### src/sv/ofb_pkg.sv
package ofb_pkg;

  // Field widths fixed by the pixel and register formats.
  localparam int COL_W    = 12;
  localparam int CHAN_W   = 8;
  localparam int SPAN_W   = 13;
  localparam int QUOT_W   = CHAN_W;
  // Largest numerator is 255 * 8191, which fits in 21 bits.
  localparam int NUM_W    = CHAN_W + SPAN_W;
  localparam int PADDR_W  = 4;
  localparam int PDATA_W  = 32;

  // Products, sum, then one restoring division step per quotient bit.
  localparam int LANE_STAGES = 2 + QUOT_W;

  localparam int MAX_WIDTH_DEF = 4096;

  // Register indexes, taken from paddr[3:2].
  localparam logic [1:0] REG_OVERLAP_START  = 2'd0;
  localparam logic [1:0] REG_NEAR_WIDTH     = 2'd1;
  localparam logic [1:0] REG_DARK_THRESHOLD = 2'd2;

  localparam logic [COL_W-1:0]  OVERLAP_START_RST  = '0;
  localparam logic [SPAN_W-1:0] NEAR_WIDTH_RST     = SPAN_W'(4096);
  localparam logic [CHAN_W-1:0] DARK_THRESHOLD_RST = CHAN_W'(50);

  typedef struct packed {
    logic [COL_W-1:0]  column;
    logic [CHAN_W-1:0] warped_blue;
    logic [CHAN_W-1:0] warped_green;
    logic [CHAN_W-1:0] warped_red;
    logic [CHAN_W-1:0] near_blue;
    logic [CHAN_W-1:0] near_green;
    logic [CHAN_W-1:0] near_red;
  } pix_t;

  typedef struct packed {
    logic [CHAN_W-1:0] out_blue;
    logic [CHAN_W-1:0] out_green;
    logic [CHAN_W-1:0] out_red;
  } blend_t;

  typedef struct packed {
    logic [COL_W-1:0]  overlap_start;
    logic [SPAN_W-1:0] near_width;
    logic [CHAN_W-1:0] dark_threshold;
  } cfg_t;

  // Divisor and weight of the warped pixel; passthrough uses a divisor of one.
  typedef struct packed {
    logic [SPAN_W-1:0] span;
    logic [SPAN_W-1:0] offset;
  } dec_t;

endpackage

### src/sv/overlap_feather_blend.sv
// Channel   | Direction | Handshake                  | Payload
// ----------+-----------+----------------------------+---------------------------
// pix       | in        | pix_valid / pix_stall      | pix_t: column, BGR pairs
// blend     | out       | blend_valid / blend_stall  | blend_t: blended BGR
// apb       | in        | psel / penable / pwrite    | paddr, pwdata, prdata
//
// One request is taken per clock while pix_stall is low; each result passes
// through the input and decode registers, the product and sum stages and the
// eight-step restoring divider in each colour lane, and the output register.
// Reset clears the valid pipeline and the output and skid valid flags, and
// loads the register defaults; no clearing pass is needed.
// While the output is stalled one further result lands in the skid register;
// pix_stall rises only once that skid register is full.
module overlap_feather_blend
  import ofb_pkg::*;
#(
  parameter int MAX_WIDTH = MAX_WIDTH_DEF
)
(
  input  logic               clk,
  input  logic               rst,
  input  logic               psel,
  input  logic               penable,
  input  logic               pwrite,
  input  logic [PADDR_W-1:0] paddr,
  input  logic [PDATA_W-1:0] pwdata,
  output logic [PDATA_W-1:0] prdata,
  output logic               pready,
  input  logic               pix_valid,
  output logic               pix_stall,
  input  pix_t               pix,
  output logic               blend_valid,
  input  logic               blend_stall,
  output blend_t             blend
);

  // Input register, decode register, then the lane stages.
  localparam int NS = LANE_STAGES + 2;

  cfg_t              cfg;
  pix_t              s0_pix;
  pix_t              s1_pix;
  dec_t              s0_dec;
  dec_t              s1_dec;
  logic [NS-1:0]     v;
  logic              en;
  logic [CHAN_W-1:0] q_blue;
  logic [CHAN_W-1:0] q_green;
  logic [CHAN_W-1:0] q_red;
  blend_t            merged;
  logic              leave;
  logic              skid_v;
  blend_t            skid;

  ofb_regs u_regs (
    .clk     (clk),
    .rst     (rst),
    .psel    (psel),
    .penable (penable),
    .pwrite  (pwrite),
    .paddr   (paddr),
    .pwdata  (pwdata),
    .prdata  (prdata),
    .pready  (pready),
    .cfg     (cfg)
  );

  // The whole pipeline moves as one while the skid register is empty. A
  // full skid register means the output is also held, so freezing is safe.
  assign en        = !skid_v;
  assign pix_stall = skid_v;

  always_ff @(posedge clk) begin
    if (rst) begin
      v <= '0;
    end else if (en) begin
      v <= {v[NS-2:0], pix_valid};
    end
  end

  always_ff @(posedge clk) begin
    if (en) begin
      s0_pix <= pix;
      s1_pix <= s0_pix;
      s1_dec <= s0_dec;
    end
  end

  // The region test and the dark test need the whole pixel, so they are
  // done once here and shared by the three lanes.
  ofb_decode #(
    .MAX_WIDTH (MAX_WIDTH)
  ) u_decode (
    .pix (s0_pix),
    .cfg (cfg),
    .dec (s0_dec)
  );

  ofb_lane u_lane_blue (
    .clk      (clk),
    .en       (en),
    .near_v   (s1_pix.near_blue),
    .warped_v (s1_pix.warped_blue),
    .dec      (s1_dec),
    .quot     (q_blue)
  );

  ofb_lane u_lane_green (
    .clk      (clk),
    .en       (en),
    .near_v   (s1_pix.near_green),
    .warped_v (s1_pix.warped_green),
    .dec      (s1_dec),
    .quot     (q_green)
  );

  ofb_lane u_lane_red (
    .clk      (clk),
    .en       (en),
    .near_v   (s1_pix.near_red),
    .warped_v (s1_pix.warped_red),
    .dec      (s1_dec),
    .quot     (q_red)
  );

  // Merge the three lane quotients into one result.
  assign merged.out_blue  = q_blue;
  assign merged.out_green = q_green;
  assign merged.out_red   = q_red;
  assign leave            = v[NS-1] && en;

  // Output register with a skid register behind it. When the output is
  // held, a result leaving the lanes is parked in the skid register.
  always_ff @(posedge clk) begin
    if (rst) begin
      blend_valid <= 1'b0;
      skid_v      <= 1'b0;
    end else if (!blend_valid || !blend_stall) begin
      blend_valid <= skid_v || leave;
      skid_v      <= 1'b0;
    end else if (leave) begin
      skid_v <= 1'b1;
    end
  end

  always_ff @(posedge clk) begin
    if (!blend_valid || !blend_stall) begin
      blend <= skid_v ? skid : merged;
    end else if (leave) begin
      skid <= merged;
    end
  end

  // A parked result always sits behind a held one.
  a_skid_behind_out : assert property (@(posedge clk) disable iff (rst)
    skid_v |-> blend_valid)
    else $error("skid register full while output is empty");

  // The divider must never see a zero divisor.
  a_span_nonzero : assert property (@(posedge clk) disable iff (rst)
    v[1] |-> s1_dec.span != '0)
    else $error("zero divisor entered the lanes");

  // A result leaving the lanes is never dropped.
  a_leave_lands : assert property (@(posedge clk) disable iff (rst)
    leave |=> blend_valid)
    else $error("result leaving the lanes was lost");

  // Reset leaves no result pending and the input open.
  a_reset_clean : assert property (@(posedge clk)
    $past(rst) |-> !blend_valid && !pix_stall)
    else $error("state not cleared by reset");

endmodule

### src/sv/ofb_regs.sv
module ofb_regs
  import ofb_pkg::*;
(
  input  logic               clk,
  input  logic               rst,
  input  logic               psel,
  input  logic               penable,
  input  logic               pwrite,
  input  logic [PADDR_W-1:0] paddr,
  input  logic [PDATA_W-1:0] pwdata,
  output logic [PDATA_W-1:0] prdata,
  output logic               pready,
  output cfg_t               cfg
);

  logic [1:0] idx;
  logic       wr;

  assign idx    = paddr[3:2];
  assign wr     = psel && penable && pwrite;
  assign pready = 1'b1;

  always_ff @(posedge clk) begin
    if (rst) begin
      cfg.overlap_start  <= OVERLAP_START_RST;
      cfg.near_width     <= NEAR_WIDTH_RST;
      cfg.dark_threshold <= DARK_THRESHOLD_RST;
    end else if (wr) begin
      unique case (idx)
        REG_OVERLAP_START:  cfg.overlap_start  <= pwdata[COL_W-1:0];
        REG_NEAR_WIDTH:     cfg.near_width     <= pwdata[SPAN_W-1:0];
        REG_DARK_THRESHOLD: cfg.dark_threshold <= pwdata[CHAN_W-1:0];
        default: ;
      endcase
    end
  end

  always_comb begin
    unique case (idx)
      REG_OVERLAP_START:  prdata = PDATA_W'(cfg.overlap_start);
      REG_NEAR_WIDTH:     prdata = PDATA_W'(cfg.near_width);
      REG_DARK_THRESHOLD: prdata = PDATA_W'(cfg.dark_threshold);
      default:            prdata = '0;
    endcase
  end

endmodule

### src/sv/ofb_decode.sv
module ofb_decode
  import ofb_pkg::*;
#(
  parameter int MAX_WIDTH = MAX_WIDTH_DEF
)
(
  input  pix_t pix,
  input  cfg_t cfg,
  output dec_t dec
);

  localparam logic [SPAN_W+1:0] MaxW = (SPAN_W+2)'(MAX_WIDTH);
  localparam logic [SPAN_W-1:0] SpanOne = SPAN_W'(1);

  logic [SPAN_W+1:0] width_ext;
  logic [SPAN_W+1:0] limit_ext;
  logic [SPAN_W-1:0] limit;
  logic [SPAN_W-1:0] col;
  logic [SPAN_W-1:0] start;
  logic              dark;

  assign width_ext = {2'b00, cfg.near_width};
  assign limit_ext = (width_ext > MaxW) ? MaxW : width_ext;
  assign limit     = limit_ext[SPAN_W-1:0];
  assign col       = {1'b0, pix.column};
  assign start     = {1'b0, cfg.overlap_start};
  assign dark      = (pix.warped_blue  < cfg.dark_threshold) &&
                     (pix.warped_green < cfg.dark_threshold) &&
                     (pix.warped_red   < cfg.dark_threshold);

  // Passthrough cases become a blend with a divisor of one, so that the
  // lanes need no separate bypass path.
  always_comb begin
    if (col < start) begin
      dec.span   = SpanOne;
      dec.offset = '0;
    end else if (col >= limit) begin
      dec.span   = SpanOne;
      dec.offset = SpanOne;
    end else if (dark) begin
      dec.span   = SpanOne;
      dec.offset = '0;
    end else begin
      dec.span   = limit - start;
      dec.offset = col - start;
    end
  end

endmodule

### src/sv/ofb_lane.sv
module ofb_lane
  import ofb_pkg::*;
(
  input  logic              clk,
  input  logic              en,
  input  logic [CHAN_W-1:0] near_v,
  input  logic [CHAN_W-1:0] warped_v,
  input  dec_t              dec,
  output logic [CHAN_W-1:0] quot
);

  logic [NUM_W-1:0]  near_part;
  logic [NUM_W-1:0]  warp_part;
  logic [SPAN_W-1:0] span_p;

  logic [NUM_W-1:0]  rem    [QUOT_W+1];
  logic [SPAN_W-1:0] span_r [QUOT_W+1];
  logic [QUOT_W-1:0] q      [QUOT_W+1];

  always_ff @(posedge clk) begin
    if (en) begin
      near_part <= NUM_W'(near_v) * NUM_W'(dec.span - dec.offset);
      warp_part <= NUM_W'(warped_v) * NUM_W'(dec.offset);
      span_p    <= dec.span;
    end
  end

  always_ff @(posedge clk) begin
    if (en) begin
      rem[0]    <= near_part + warp_part;
      span_r[0] <= span_p;
      q[0]      <= '0;
    end
  end

  // Restoring division, most significant quotient bit first. The quotient
  // never exceeds 255, so eight steps are enough.
  for (genvar j = 0; j < QUOT_W; j++) begin : g_div
    localparam int Sh = QUOT_W - 1 - j;
    logic [NUM_W-1:0] dvs;
    logic             ge;

    assign dvs = NUM_W'(span_r[j]) << Sh;
    assign ge  = rem[j] >= dvs;

    always_ff @(posedge clk) begin
      if (en) begin
        rem[j+1]    <= ge ? (rem[j] - dvs) : rem[j];
        span_r[j+1] <= span_r[j];
        q[j+1]      <= {q[j][QUOT_W-2:0], ge};
      end
    end
  end

  assign quot = q[QUOT_W];

endmodule
### config.mk
export PLATFORM = sky130hd
export DESIGN_NAME = overlap_feather_blend
export DESIGN_NICKNAME = d
export VERILOG_FILES = /design/src/sv/ofb_pkg.sv /design/src/sv/overlap_feather_blend.sv /design/src/sv/ofb_regs.sv /design/src/sv/ofb_decode.sv /design/src/sv/ofb_lane.sv
export SDC_FILE = /design/constraint.sdc
export NUM_CORES = 2
export LEC_CHECK = 0
export BUFFER_PORTS_ARGS = -buffer_cell sky130_fd_sc_hd__buf_2
export CAP_MARGIN = 40
export CORE_UTILIZATION = 50
export DETAILED_ROUTE_END_ITERATION = 10
export PLACE_DENSITY = 0.66
export SLEW_MARGIN = 20
export SYNTH_ARGS = -nofsm -noshare
export SYNTH_HDL_FRONTEND = slang
export SYNTH_SLANG_ARGS = --single-unit
### constraint.sdc
create_clock -name clk -period 27.3 [get_ports clk]
set_input_delay 5.46 -clock clk [delete_from_list [all_inputs] [get_ports clk]]
set_output_delay 5.46 -clock clk [all_outputs]
set_load 0.03 [all_outputs]
==> impl_metrics.csv <==
group,metric,value,unit
hold_path,min_path_type,"register to register",
worst_setup_path,end_kind,"output pin",
synthesis,synth_area,0.0767,sq mm
worst_setup_path,reg2regPathDepth,29,
die,ios,162,
synthesis,synth_commonest_cells,"edfxtp_1 (1037), inv_1 (813), ha_1 (652)",
synthesis,synthSimpleGateAreaFrac,0.130,
synthesis,ys_seq_area_frac,0.418,
routing,via_per_inst,5.44,
cts,cts_resized,0,
placed_design,dp_hpwl,138,mm
die,die_y,394,um
global_routing,antenna_found_initial,2,
timing,period_share,0.449,
die,dieArea,0.155,sq mm
cts,clk_path_buf_depth,3,
synthesis,ys_ff_latch,1084,
worst_setup_path,crit_path_max_incr_delay,0.63,ns
global_routing,grt_use_total,0.228,
status,status,"complete, no violations",
timing,worst_slew_pin_slew,0.924,ns
routing,avgRoutedWirePerCell,19.0,um
cts,cts_hold_buffers,0,
cts,root_buffer,"clkbuf_16",
placed_design,port_buffers,120,
hold_path,min-delay-start,"u_lane_blue.span_p[12]",
timing,fin_hold_ws,0.391,ns
timing,relSlewSlack,0.380,
timing,rsz0062_at_grt,"no",
synthesis,synthesis.instances,6993,
worst_setup_path,path_common_cell,"buf_2",
worst_setup_path,cp_cell_sequence,"buf_2 > nor2b_1 > nand2_1 > o21ai_0 > buf_2",
timing,setup_slack,15.04,ns
timing,min_period,12.26,ns
cts,cts_tree,"done",
synthesis,synth_warnings,0,
routing,drc_errors,0,
routing,dr_total_vias,50400,
worst_setup_path,r2r_end,"u_lane_green.near_part[19]",
routing,routed_wl,176,mm
worst_setup_path,crit_type,"input port to output pin",
final_layout,n_antenna_cell,0,
die,fp.dieW,394,um
global_routing,grt_pass1_vias,51600,
timing,fmax,0.0815,GHz
die,start_util,0.505,
synthesis,synthAdderAreaFrac,0.233,
synthesis,synth.distinct_cells,87,
worst_setup_path,cp.required,21.84,ns
synthesis,synth_most_common_cell,"edfxtp_1",
cts,clk_pin_slew,0.06,ns
synthesis,avgSynthCellArea,11.0,sq um
routing,antenna_left,0,
hold_path,holdPathEnd,"u_lane_red.span_r[0][12]",
global_routing,grt_pass1_wl,277,mm
synthesis,synth_edf_count,1037,
synthesis,synth_xor_area_frac,0.0519,
worst_setup_path,crit_fanout,16,
timing,hold_violations,0,
final_layout,fillerInstances,13000,
timing,final_max_slew_viol_count,0,
die,rows,143,
synthesis,synth-main-ff-cell,"edfxtp_1",
synthesis,synth_compound_area_frac,0.0969,
global_routing,grt_overflow,0,
cts,htreeDepth,3,
final_layout,nets,8377,
worst_setup_path,worstPathArrival,6.80,ns
synthesis,synth_top_family_by_area,"adder cells",
synthesis,yosys.area.top_type,"edfxtp_1",
placed_design,place_congestion,0.945,
die,coreArea,0.152,sq mm
final_layout,drive_gt1_frac,0.0739,
cts,cts_sinks,1084,
synthesis,synth_mux_area_frac,0.0200,
synthesis,synth.top_cell.area_share,0.406,
timing,skew,0.0576,ns
job,cap_violations,0,
global_routing,grt_max_degree,164,
cts,cts_made_buffers,117,
synthesis,synth_area_leaders,"edfxtp_1 (41%), fa_1 (13%), ha_1 (11%)",
routing,first_pass_iters,6,
cts,clkLatencyLatePin,0.78,ns
timing,final.setup.tns,0,ns
worst_setup_path,rrSetupSlack,19.77,ns
timing,setup_viol_count_final,0,
routing,drtIter0Drc,2353,
final_layout,area_growth,10.0,%
worst_setup_path,start_kind,"input port",
placed_design,dp_slack,15.04,ns
hold_path,min_path_cells,0,
synthesis,asyncSetResetFlopFracSynth,0,
cts,post_cts_buffers,0,
worst_setup_path,rr_startpoint,"s1_dec[2]",
worst_setup_path,slowest_stage,"nor2b_1",
worst max-delay path, delay by kind of cell:
| kind | cells | cell delay (ns) |
|---|---|---|
| AND/OR/NAND/NOR | 2 | 0.73 |
| buffers and inverters | 2 | 0.51 |
| AO/OA/AOI/OAI | 1 | 0.11 |
logic make-up after synthesis:
group / count (synthesis)
buf+inv: 1005
flops: 1084
compound gates: 1177
simple gates: 1989
fa+ha+maj: 1138
other cells: 2
xor+xnor: 455
mux: 143
cell usage in the layout (no fill, tap or decap), types with 149 or more instances in the layout:
cell and count:
edfxtp_1 1037, a21oi_1 370, xnor2_1 298, nor2_1 423, ha_1 652, nand2_1 542
inv_1 812, a21o_1 149, o21ai_0 251, and2_1 356, fa_1 486
sequential cells by signal (all words and copies together), names as in the netlist, 24 cells and up:
name and count:
u_lane_red.q 36, s0_pix 60, u_lane_blue.rem 168, u_lane_red.span_r 104, u_regs.cfg 33, u_lane_green.q 36
skid 24, u_lane_blue.q 36, s1_pix 48, s1_dec 26, blend 24, u_lane_red.rem 168
u_lane_green.rem 168
stage by stage:
step	instances	utilization	cell area (sq um)
after detailed placement	9037	0.526	80000
after global routing	9270	0.555	84400
final	9270	0.555	84400
after CTS	9260	0.554	84200
after global placement	9020	0.524	79700
after floorplan	7011	-	76800
worst max-delay path by stage:
stage | startpoint | to | slack [ns] | cells after the start
final | paddr[2] | prdata[2] | 15.04 | 5
after detailed placement | paddr[2] | prdata[2] | 15.04 | 5
after CTS | paddr[2] | prdata[2] | 15.04 | 5
after global placement | paddr[2] | prdata[2] | 15.03 | 5
after global routing | paddr[2] | prdata[7] | 14.94 | 5
after floorplan | pix_stall | s0_pix[0] | 5.97 | 3
final cells by class:
cell class / count / area (sq um) / share of cell area
multi-input cells: 4922 / 41000 / 0.486
flip-flops and latches: 1084 / 32100 / 0.380
clock buffers: 140 / 3080 / 0.0364
inverters: 813 / 3060 / 0.0362
well taps: 2030 / 2540 / 0.0301
repair buffers: 198 / 1470 / 0.0174
clock inverters: 83 / 1130 / 0.0134
layer usage:
| metal | track usage | part of all wire |
|---|---|---|
| met5 | 0 | 0.000074 |
| met4 | 0.150 | 0.074 |
| met3 | 0.0289 | 0.034 |
| met1 | 0.255 | 0.39 |
| met2 | 0.407 | 0.51 |
Power is left out: the tool's default activity adds up to more than one toggle a clock period on the data nets, which glitch-free logic cannot reach.
